### src/sv/wms_ram.sv
// Generic single-write, registered-read RAM.
`default_nettype none
module wms_ram #(
	parameter int WIDTH = 32,
	parameter int DEPTH = 16
) (
	input  wire logic                                clk,
	input  wire logic                                we,
	input  wire logic [(DEPTH>1?$clog2(DEPTH):1)-1:0] waddr,
	input  wire logic [WIDTH-1:0]                    wdata,
	input  wire logic [(DEPTH>1?$clog2(DEPTH):1)-1:0] raddr,
	output logic      [WIDTH-1:0]                    rdata_q
);
	logic [WIDTH-1:0] mem_q [DEPTH];

	// write port and registered read port
	always_ff @(posedge clk) begin
		if (we) begin
			mem_q[waddr] <= wdata;
		end
		rdata_q <= mem_q[raddr];
	end
endmodule
`default_nettype wire

### config.mk
export PLATFORM = sky130hd
export DESIGN_NAME = wms_ram
export DESIGN_NICKNAME = d
export VERILOG_FILES = /design/src/sv/wms_ram.sv
export SDC_FILE = /design/constraint.sdc
export NUM_CORES = 1
export LEC_CHECK = 0
export ABC_AREA = 1
export ABC_CLOCK_PERIOD_IN_PS = 2100
export BUFFER_PORTS_ARGS = -buffer_cell sky130_fd_sc_hd__buf_2
export CORE_MARGIN = 4
export CORE_UTILIZATION = 52
export DETAILED_ROUTE_END_ITERATION = 6
export HOLD_SLACK_MARGIN = 0.08
export PLACE_DENSITY = 0.71
export SYNTH_ARGS = -nofsm -noshare
export SYNTH_HDL_FRONTEND = slang
export SYNTH_SLANG_ARGS = --single-unit
### constraint.sdc
create_clock -name clk -period 2.1 [get_ports clk]
set_input_delay 0 -clock clk [delete_from_list [all_inputs] [get_ports clk]]
set_output_delay 0 -clock clk [all_outputs]
set_load 0.01 [all_outputs]
==> impl_results.md <==
- Final TNS setup: 0 ns
- Layout cells sized above 1: approximately 10%
- Leading area contributor after synthesis: edfxtp_1
- FF+latch count, synth: 544
- Area Growth Syn to Fin: 14.31%
- Effective utilization at floorplan: a little over half
- DRT antenna net count: 0
- CTS Buf Count: 54
- GRT Resource Usage Total: between 20% and 30%
- Highest metal used: met4
- Clock period minus worst slack: ~1.9 ns
- CTS tree: done
- CTS root buf: clkbuf_16
- Vias: 14880
- Post-layout util: 60.19%
- Critical-path maximum fanout: 22
- DRC violations left: 0
- CP endpoint kind: register
- Vias in the first global route: approximately 15000
- Avg Cell Area, Syn: 10.72 um^2
- Post-synth EDFFs: between 500 and 600
- Pre-Repair DR Iteration Count: 5
- First-pass GRT wire length: around 83000 um
- Commonest cells post-synth: nand2_1, edfxtp_1, inv_1
- Ys Warns: 0
- IO buf count: 73
- CTS Sinks: between 500 and 600
- WL met3: around 4000 um
- Worst slew margin relative to its limit: between 30% and 40%
- Max-cap check violation count: 0
- Synth unique cells: 15
- Yosys top cell area share: between 60 and 70%
- Synth Net Count: around 2200
- Die height: 217.1 um
- Vias per cell: 5.194
- # rows: 76
- Die area: roughly 0.047 mm^2
- Worst Clk Skew: approximately 0.017 ns
- GR Overflow Total: 0
- Gate Count Post-Synth: roughly 2100
- Metal-1 WL: approximately 22000 um
- Slew Limit Fails: 0
- Pwr dens: ~890 mW/mm^2
- Number of fill cells in the layout: ~3400
- Final period util: roughly nine tenths
- DP Worst Slack: just over 0.5 ns
- Hold Path Class: input pin to register
- Initial antenna violation count: 0
- Post-CTS setup repair buffer count: 0
- Worst VDD drop: 669.8 uV
- H-tree Lvls: 2
- Longest Clk Path Bufs: 3
- Die W: 217.1 um
- Clock Latency Late Sink: about 0.59 ns
- Sequential area share after synthesis: 70.46%
- Final Hold Fails: 0
- FMAX: between 500 and 600 MHz
- Post-Route WL: ~53000 um
- DR WL/cell: 18.46 um
- Final setup margin: between 0.15 and 0.2 ns
- Detailed Place HPWL: about 30000 um
- IO Pins: 74
- Clock-pin transition on the worst setup and hold timing paths: ~0.06 ns
- Synthesized area: ~0.023 mm^2
- DR iter-0 viols: approximately 1300
- RSZ-0062 raised after global routing: false
- Largest net degree at the start of global routing: 129
- Synth area leaders: edfxtp_1, nand2_1, nand3_1
- Post-DP Area: ~0.024 mm^2
- CP Data Required Time: approximately 2.6 ns
- Post-synth top flop: edfxtp_1
- Status: finished clean
- GPL Wtd Cong: between 0.8 and 0.9
- Final Cell Area: between 0.02 and 0.03 mm^2
- Core area: between 0.04 and 0.05 mm^2
- DR WL met2: ~26000 um
- Worst-margin pin slew: 0.9296 ns
- WHS: 0.1276 ns
- Count leader, synth: nand2_1
- Nets@finish: roughly 2300
- CP Class: input pin to register
- # setup viols final: 0
- Lkg Pwr: roughly 11 nW
- N_diodes: 0
- Crit path DAT: roughly 2.4 ns
- Startpoint types: input pin
- Async SR Flop Fraction: 0%
==> area by class of cell <==
| cell class | instances | area (um^2) | share of cell area (%) |
|---|---|---|---|
| Clock buffer | 81 | 1607 | 6.183 |
| Sequential cell | 544 | 16020 | 61.64 |
| Timing Repair Buffer | 162 | 1354 | 5.210 |
| Tap cell | 585 | 732.0 | 2.817 |
| Multi-Input combinational cell | 1081 | 4677 | 18.00 |
| Clock inverter | 21 | 127.6 | 0.4912 |
| Inverter | 390 | 1471 | 5.663 |
==> report_power, final <==
group	total [mW]	switching (mW)	internal, mW
Clock	9.31	3.92	5.39
Combinational	1.50	1.03	0.467
Sequential	12.2	0.0838	12.1
Total	23.0	5.03	18.0
==> flip-flops by register name, indices dropped and copies added (netlist names) <==
name / flops
mem_q: 512
rdata_q: 32
==> per-layer routing <==
metal	track usage, %	up-vias
met5	0	-
met3	3.588	115
li1	-	7067
met2	37.85	582
met4	8.522	0
met1	30.28	7112
==> cell families after synthesis <==
kind of cell | after synthesis | synth area share [%]
DFF | 544 | 70.46
buffers and inverters | 495 | 9.539
and+or+nand+nor | 1081 | 20.00
==> cell usage in the layout (no fill, tap or decap) <==
master,netlist,routed
nor2_1,17,1
inv_6,0,1
edfxtp_1,512,512
buf_12,1,17
bufinv_16,0,1
nand2_1,677,677
buf_6,29,2
nand3_1,385,383
buf_4,6,34
clkbuf_8,0,9
nand3b_1,2,2
inv_2,1,2
buf_2,41,71
nand3_2,0,2
clkbuf_1,14,15
clkinv_2,0,14
clkbuf_16,0,57
inv_1,388,386
nor2_4,0,16
inv_4,1,1
dfxtp_1,32,32
clkinv_4,0,1
dlygate4sd3_1,0,38
clkinv_1,0,5
==> per-stage QoR <==
stage          power (mW)  cells
3_5_place_dp        13.88   2724
4_1_cts             23.19   2865
6_report            23.03   2864
2_1_floorplan       13.29   2120
3_3_place_gp        13.85   2724
5_1_grt             23.81   2864
==> final timing paths <==
| check | from | endpoint | slack [ns] | cells past startpoint |
|---|---|---|---|---|
| worst max-delay path | raddr[0] | rdata_q[8]$_DFF_P_ | 0.19 | 8 |
| worst min-delay path | raddr[1] | rdata_q[20]$_DFF_P_ | 0.13 | 7 |
| worst max register to register | mem_q[1][8]$_DFFE_PP_ | rdata_q[8]$_DFF_P_ | 0.56 | 7 |
| worst min register to register | mem_q[4][16]$_DFFE_PP_ | rdata_q[16]$_DFF_P_ | 0.66 | 6 |
==> worst max-delay path: stages <==
cell and delay, ns:
buf_6 0.14, dlygate4sd3_1 1.16, nand2_1 0.14, nand3_1 0.13, nand3_1 0.08, dlygate4sd3_1 0.56
nand3_1 0.09, nand2_1 0.08
==> repair_timing <==
action | 4_1_cts | 5_1_grt
endpoints found under the setup margin | 0 | 1
resized for setup | 0 | 3
endpoints found under the hold margin | 538 | 0
hold buffers | 39 | 0
Power figures use the tool's default switching activity.
