<file path="src/sv/wms_pkg.sv">
// Shared types and constants of the waypoint motion sequencer.
`default_nettype none
package wms_pkg;

	// Port and field widths
	localparam int IN_DATA_W  = 200;
	localparam int OUT_DATA_W = 104;
	localparam int CFG_IDX_W  = 3;
	localparam int ENTRY_W    = 160;

	// Register indexes of the configuration port
	localparam logic [CFG_IDX_W-1:0] REG_COUNT   = 3'd0;
	localparam logic [CFG_IDX_W-1:0] REG_LOOP    = 3'd1;
	localparam logic [CFG_IDX_W-1:0] REG_QUANT   = 3'd2;
	localparam logic [CFG_IDX_W-1:0] REG_QBUF    = 3'd3;
	localparam logic [CFG_IDX_W-1:0] REG_INITIAL = 3'd4;

	// Request kinds
	localparam logic [1:0] REQ_TICK  = 2'd0;
	localparam logic [1:0] REQ_WRITE = 2'd1;
	localparam logic [1:0] REQ_START = 2'd2;
	localparam logic [1:0] REQ_STOP  = 2'd3;

	// Q1.16 unity factor and largest time
	localparam logic [16:0] ONE_Q16 = 17'h10000;
	localparam logic [31:0] T_MAX   = 32'hFFFF_FFFF;

	// Divider step counts
	localparam logic [5:0] DIV_STEPS_GRID   = 6'd32;
	localparam logic [5:0] DIV_STEPS_FACTOR = 6'd16;

	typedef enum logic [3:0] {
		ST_IDLE,
		ST_DISP,
		ST_QDIV,
		ST_MUL,
		ST_ACC,
		ST_ENTER_RD,
		ST_ENTER,
		ST_MOVE_RD,
		ST_MOVE,
		ST_FDIV,
		ST_OUT
	} state_t;

	// Which term the shared multiplier works on
	typedef enum logic [1:0] {
		P_ADV,
		P_ADD,
		P_SUB
	} pass_t;

	typedef struct packed {
		logic        start;
		logic [5:0]  steps;
		logic [31:0] rem_init;
		logic [31:0] num;
		logic [31:0] den;
	} div_req_t;

	typedef struct packed {
		logic        done;
		logic        busy;
		logic [31:0] quot;
		logic [31:0] rem;
	} div_rsp_t;

endpackage
`default_nettype wire

</file>
<file path="src/sv/wms_div.sv">
// Serial restoring divider, one quotient bit per cycle.
`default_nettype none
module wms_div (
	input  wire logic               clk,
	input  wire logic               arst_n,
	input  wire wms_pkg::div_req_t  req,
	output wms_pkg::div_rsp_t       rsp
);
	import wms_pkg::*;

	logic [5:0]  cnt_q;
	logic        done_q;
	logic [31:0] rem_q;
	logic [31:0] num_q;
	logic [31:0] den_q;
	logic [31:0] quot_q;
	logic [32:0] trial;
	logic        fits;

	// trial subtract of the shifted remainder
	always_comb begin
		trial = {rem_q, num_q[31]};
		fits  = trial >= {1'b0, den_q};
	end

	// step counter and done pulse
	always_ff @(posedge clk or negedge arst_n) begin
		if (!arst_n) begin
			cnt_q  <= '0;
			done_q <= 1'b0;
		end else begin
			done_q <= (cnt_q == 6'd1);
			if (req.start) begin
				cnt_q <= req.steps;
			end else if (cnt_q != 6'd0) begin
				cnt_q <= cnt_q - 6'd1;
			end
		end
	end

	// remainder, divisor and quotient
	always_ff @(posedge clk) begin
		if (req.start) begin
			rem_q  <= req.rem_init;
			num_q  <= req.num;
			den_q  <= req.den;
			quot_q <= '0;
		end else if (cnt_q != 6'd0) begin
			rem_q  <= fits ? 32'(trial - {1'b0, den_q}) : trial[31:0];
			num_q  <= {num_q[30:0], 1'b0};
			quot_q <= {quot_q[30:0], fits};
		end
	end

	assign rsp.done = done_q;
	assign rsp.busy = (cnt_q != 6'd0);
	assign rsp.quot = quot_q;
	assign rsp.rem  = rem_q;
endmodule
`default_nettype wire

</file>
<file path="config.mk">
export PLATFORM = sky130hd
export DESIGN_NAME = wms_div
export DESIGN_NICKNAME = d
export VERILOG_FILES = /design/src/sv/wms_pkg.sv /design/src/sv/wms_div.sv
export SDC_FILE = /design/constraint.sdc
export NUM_CORES = 1
export LEC_CHECK = 0
export BUFFER_PORTS_ARGS = -buffer_cell sky130_fd_sc_hd__buf_2
export CAP_MARGIN = 40
export CORE_UTILIZATION = 57
export CTS_BUF_LIST = sky130_fd_sc_hd__clkbuf_8
export DETAILED_ROUTE_END_ITERATION = 16
export PLACE_DENSITY = 0.83
export SETUP_SLACK_MARGIN = 0.1
export SYNTH_ARGS = -nofsm -noshare
export SYNTH_HDL_FRONTEND = slang
export SYNTH_SLANG_ARGS = --single-unit
</file>
<file path="constraint.sdc">
create_clock -name clk -period 4.2 [get_ports clk]
set_input_delay 0.63 -clock clk [delete_from_list [all_inputs] [get_ports clk]]
set_output_delay 0.63 -clock clk [all_outputs]
set_load 0.02 [all_outputs]
</file>
==> results.sh <==
export IMPL_status="complete, no violations"
export IMPL_min_period_ps=3250
export IMPL_synth_top_cell_by_area="edfxtp_1"
export IMPL_synth_xor_area_frac=0.0309
export IMPL_final_cells=1117
export IMPL_async_flop_share=0.0519
export IMPL_seq_area_frac_synth=0.483
export IMPL_yosys_top_cells_count="101 x nand2_1, 96 x edfxtp_1, 69 x a21oi_1"
export IMPL_crit_path_max_fanout=24
export IMPL_crit_type="reg -> reg"
export IMPL_first_pass_iters=5
export IMPL_first_iter_violations=548
export IMPL_hold_viol=0
export IMPL_fin_tns_setup_ps=0
export IMPL_critical_path_arrival_ps=3540
export IMPL_startpoint_type="flip-flop"
export IMPL_leakagePower_nw=3.87
export IMPL_grt_usage=0.277
export IMPL_dpl_hpwl_microns=13200
export IMPL_syn_nets=921
export IMPL_cts_resized_gates=0
export IMPL_ant_nets=0
export IMPL_ys_top_cells_by_area="edfxtp_1 38%, dfxtp_1 8.4%, ha_1 5.6%"
export IMPL_hold_ws_ps=329
export IMPL_wirelength_microns=18800
export IMPL_synth_compound_area_frac=0.185
export IMPL_rows=41
export IMPL_p_total_mw=6.00
export IMPL_cts_root_buf="clkbuf_8"
export IMPL_yosys_register_bits=135
export IMPL_clk_pin_slew_worst_paths_ps=90
export IMPL_timing_final_ws_setup_ps=952
export IMPL_rsz0062_at_grt="false"
export IMPL_grt_pass1_wl_microns=30400
export IMPL_dp_slack_ps=1010
export IMPL_finClkSkew_ps=18.1
export IMPL_post_route_period_util=0.773
export IMPL_min_to="den_q[16]"
export IMPL_cts_setup_buffers=0
export IMPL_synth_fa_ha_area_frac=0.0582
export IMPL_netlist_area_leader_share=0.377
export IMPL_finalInstanceArea_sq_um=9020
export IMPL_worstSetupEndpointType="flip-flop"
export IMPL_syn_to_final_growth_pct=17.9
export IMPL_h_tree_depth=4
export IMPL_cp_required_ps=4490
export IMPL_r2r_end="rem_q[31]"
export IMPL_vias_per_cell=5.79
export IMPL_clockBufferDepth=2
export IMPL_wl_per_cell_microns=16.8
export IMPL_grt_max_degree=68
export IMPL_power_density_nw_per_um2=665
export IMPL_timing_fmax_ghz=0.308
export IMPL_overflow=0
export IMPL_min_path_cells=1
export IMPL_routabilityCongestion=0.954
export IMPL_antenna_found_initial=0
export IMPL_vdd_drop_max_v=0.000416
export IMPL_final_util=0.701
export IMPL_synth_area_mux_share=0.0469
export IMPL_dieArea_sq_um=13900
export IMPL_vias=6468
export IMPL_nFillCells=1000
export IMPL_die_h_microns=118
export IMPL_synth_edf_count=96
export IMPL_synth_flop_cell="edfxtp_1"
export IMPL_cts_sinks=135
export IMPL_ys_types=66
export IMPL_setup_viol=0
export IMPL_core_area_sq_um=12900
export IMPL_ios=171
export IMPL_cts_hold_buf=1
export IMPL_placed_cell_area_sq_um=8580
export IMPL_synth_most_common_cell="nand2_1"
export IMPL_drv_slew=0
export IMPL_grt_pass1_vias=6197
export IMPL_min_from="req[16]"
export IMPL_nets=1072
export IMPL_synth_area_sq_um=7650
export IMPL_clk_latency_ps=470
export IMPL_initial_core_util=0.594
export IMPL_syn_instance_count=781
export IMPL_syn_area_per_cell_sq_um=9.80
export IMPL_antenna_cells=0
export IMPL_cts_tree="yes"
export IMPL_synthSimpleGateAreaFrac=0.146
export IMPL_die_w_microns=118
export IMPL_drv_cap=0
export IMPL_cts_buffers_inserted=17
export IMPL_dp_cells=1084
export IMPL_io_buffers=170
export IMPL_relSlewSlack=0.436
export IMPL_r2r_start="rem_q[3]"
export IMPL_drive_above_1_share=0.276
export IMPL_drc_errors=0
export IMPL_synth_top_family_by_area="compound AO/OA/AOI/OAI gates"
export IMPL_reg2regPathDepth=9
export IMPL_worstMarginPinSlew_ps=846
export IMPL_r2r_setup_slack_ps=950
export IMPL_ys_warn_count=0
export IMPL_hp_class="in -> reg"
-- where the power goes --
part	switching, mW	internal [mW]	total, mW	leakage (nW)
combinational	1.76	1.15	2.91	2.32
sequential	0.182	1.74	1.92	1.33
clock	0.597	0.574	1.17	0.219
total	2.54	3.46	6.00	3.87
-- flip-flops by register name, summed over array words and instances, names as in the netlist --
signal / count
num_q: 32
done_q: 1
den_q: 32
quot_q: 32
cnt_q: 6
rem_q: 32
-- critical path: stages, from the launching register on --
cell	delay [ps]
edfxtp_1	420
ha_1	360
a21o_1	220
or3_4	370
o2111ai_4	260
o21ai_2	120
and2_4	160
o211a_1	550
o211a_1	360
a211oi_1	240
-- layer usage --
metal / global-route usage / share of wire
met5: 0 / 0
met2: 0.436 / 0.46
met3: 0.0882 / 0.093
met4: 0.0970 / 0.018
met1: 0.359 / 0.43
-- cell type report --
type / instances / area (sq um) / share of cell area
sequential: 135 / 3700 / 0.410
clock buffer: 18 / 248 / 0.0275
inverter: 43 / 161 / 0.0179
tap: 172 / 215 / 0.0239
timing repair buffer: 181 / 938 / 0.104
multi-input combinational: 554 / 3580 / 0.397
clock inverter: 14 / 183 / 0.0202
-- cells by family (layout without fill, tap and decap cells) --
kind of cell	after synthesis	count (layout)
simple gates	243	243
xor+xnor	27	27
buf+inv	92	256
fa+ha+maj	35	35
mux	32	32
compound gates	217	217
flops	135	135
-- cells in the final DEF, fill, tap and decap left out, drive strengths merged, types with 9 or more instances in the layout --
cell,synthesis,layout
nand2,101,101
nand3,22,22
ha,34,34
clkbuf,30,18
edfxtp,96,96
nor3,14,14
nor2,51,51
a31oi,22,22
and3,9,9
inv,42,50
nand4,10,10
nand2b,13,13
dfxtp,32,32
xnor2,20,20
o21ai,45,45
a21o,16,16
a21oi,69,69
mux2,31,31
buf,19,180
-- worst max-delay path by stage --
stage	slack (ps)	start	cells past startpoint	end
detailed placement	1010	rem_q[3]	9	rem_q[31]
floorplan	860	cnt_q[0]	7	num_q[0]
global placement	1060	rem_q[3]	9	rem_q[31]
finish	950	rem_q[3]	9	rem_q[31]
global route	780	rem_q[3]	9	rem_q[31]
CTS	970	rem_q[3]	9	rem_q[31]
No activity file was read; power rests on OpenSTA's default activity.
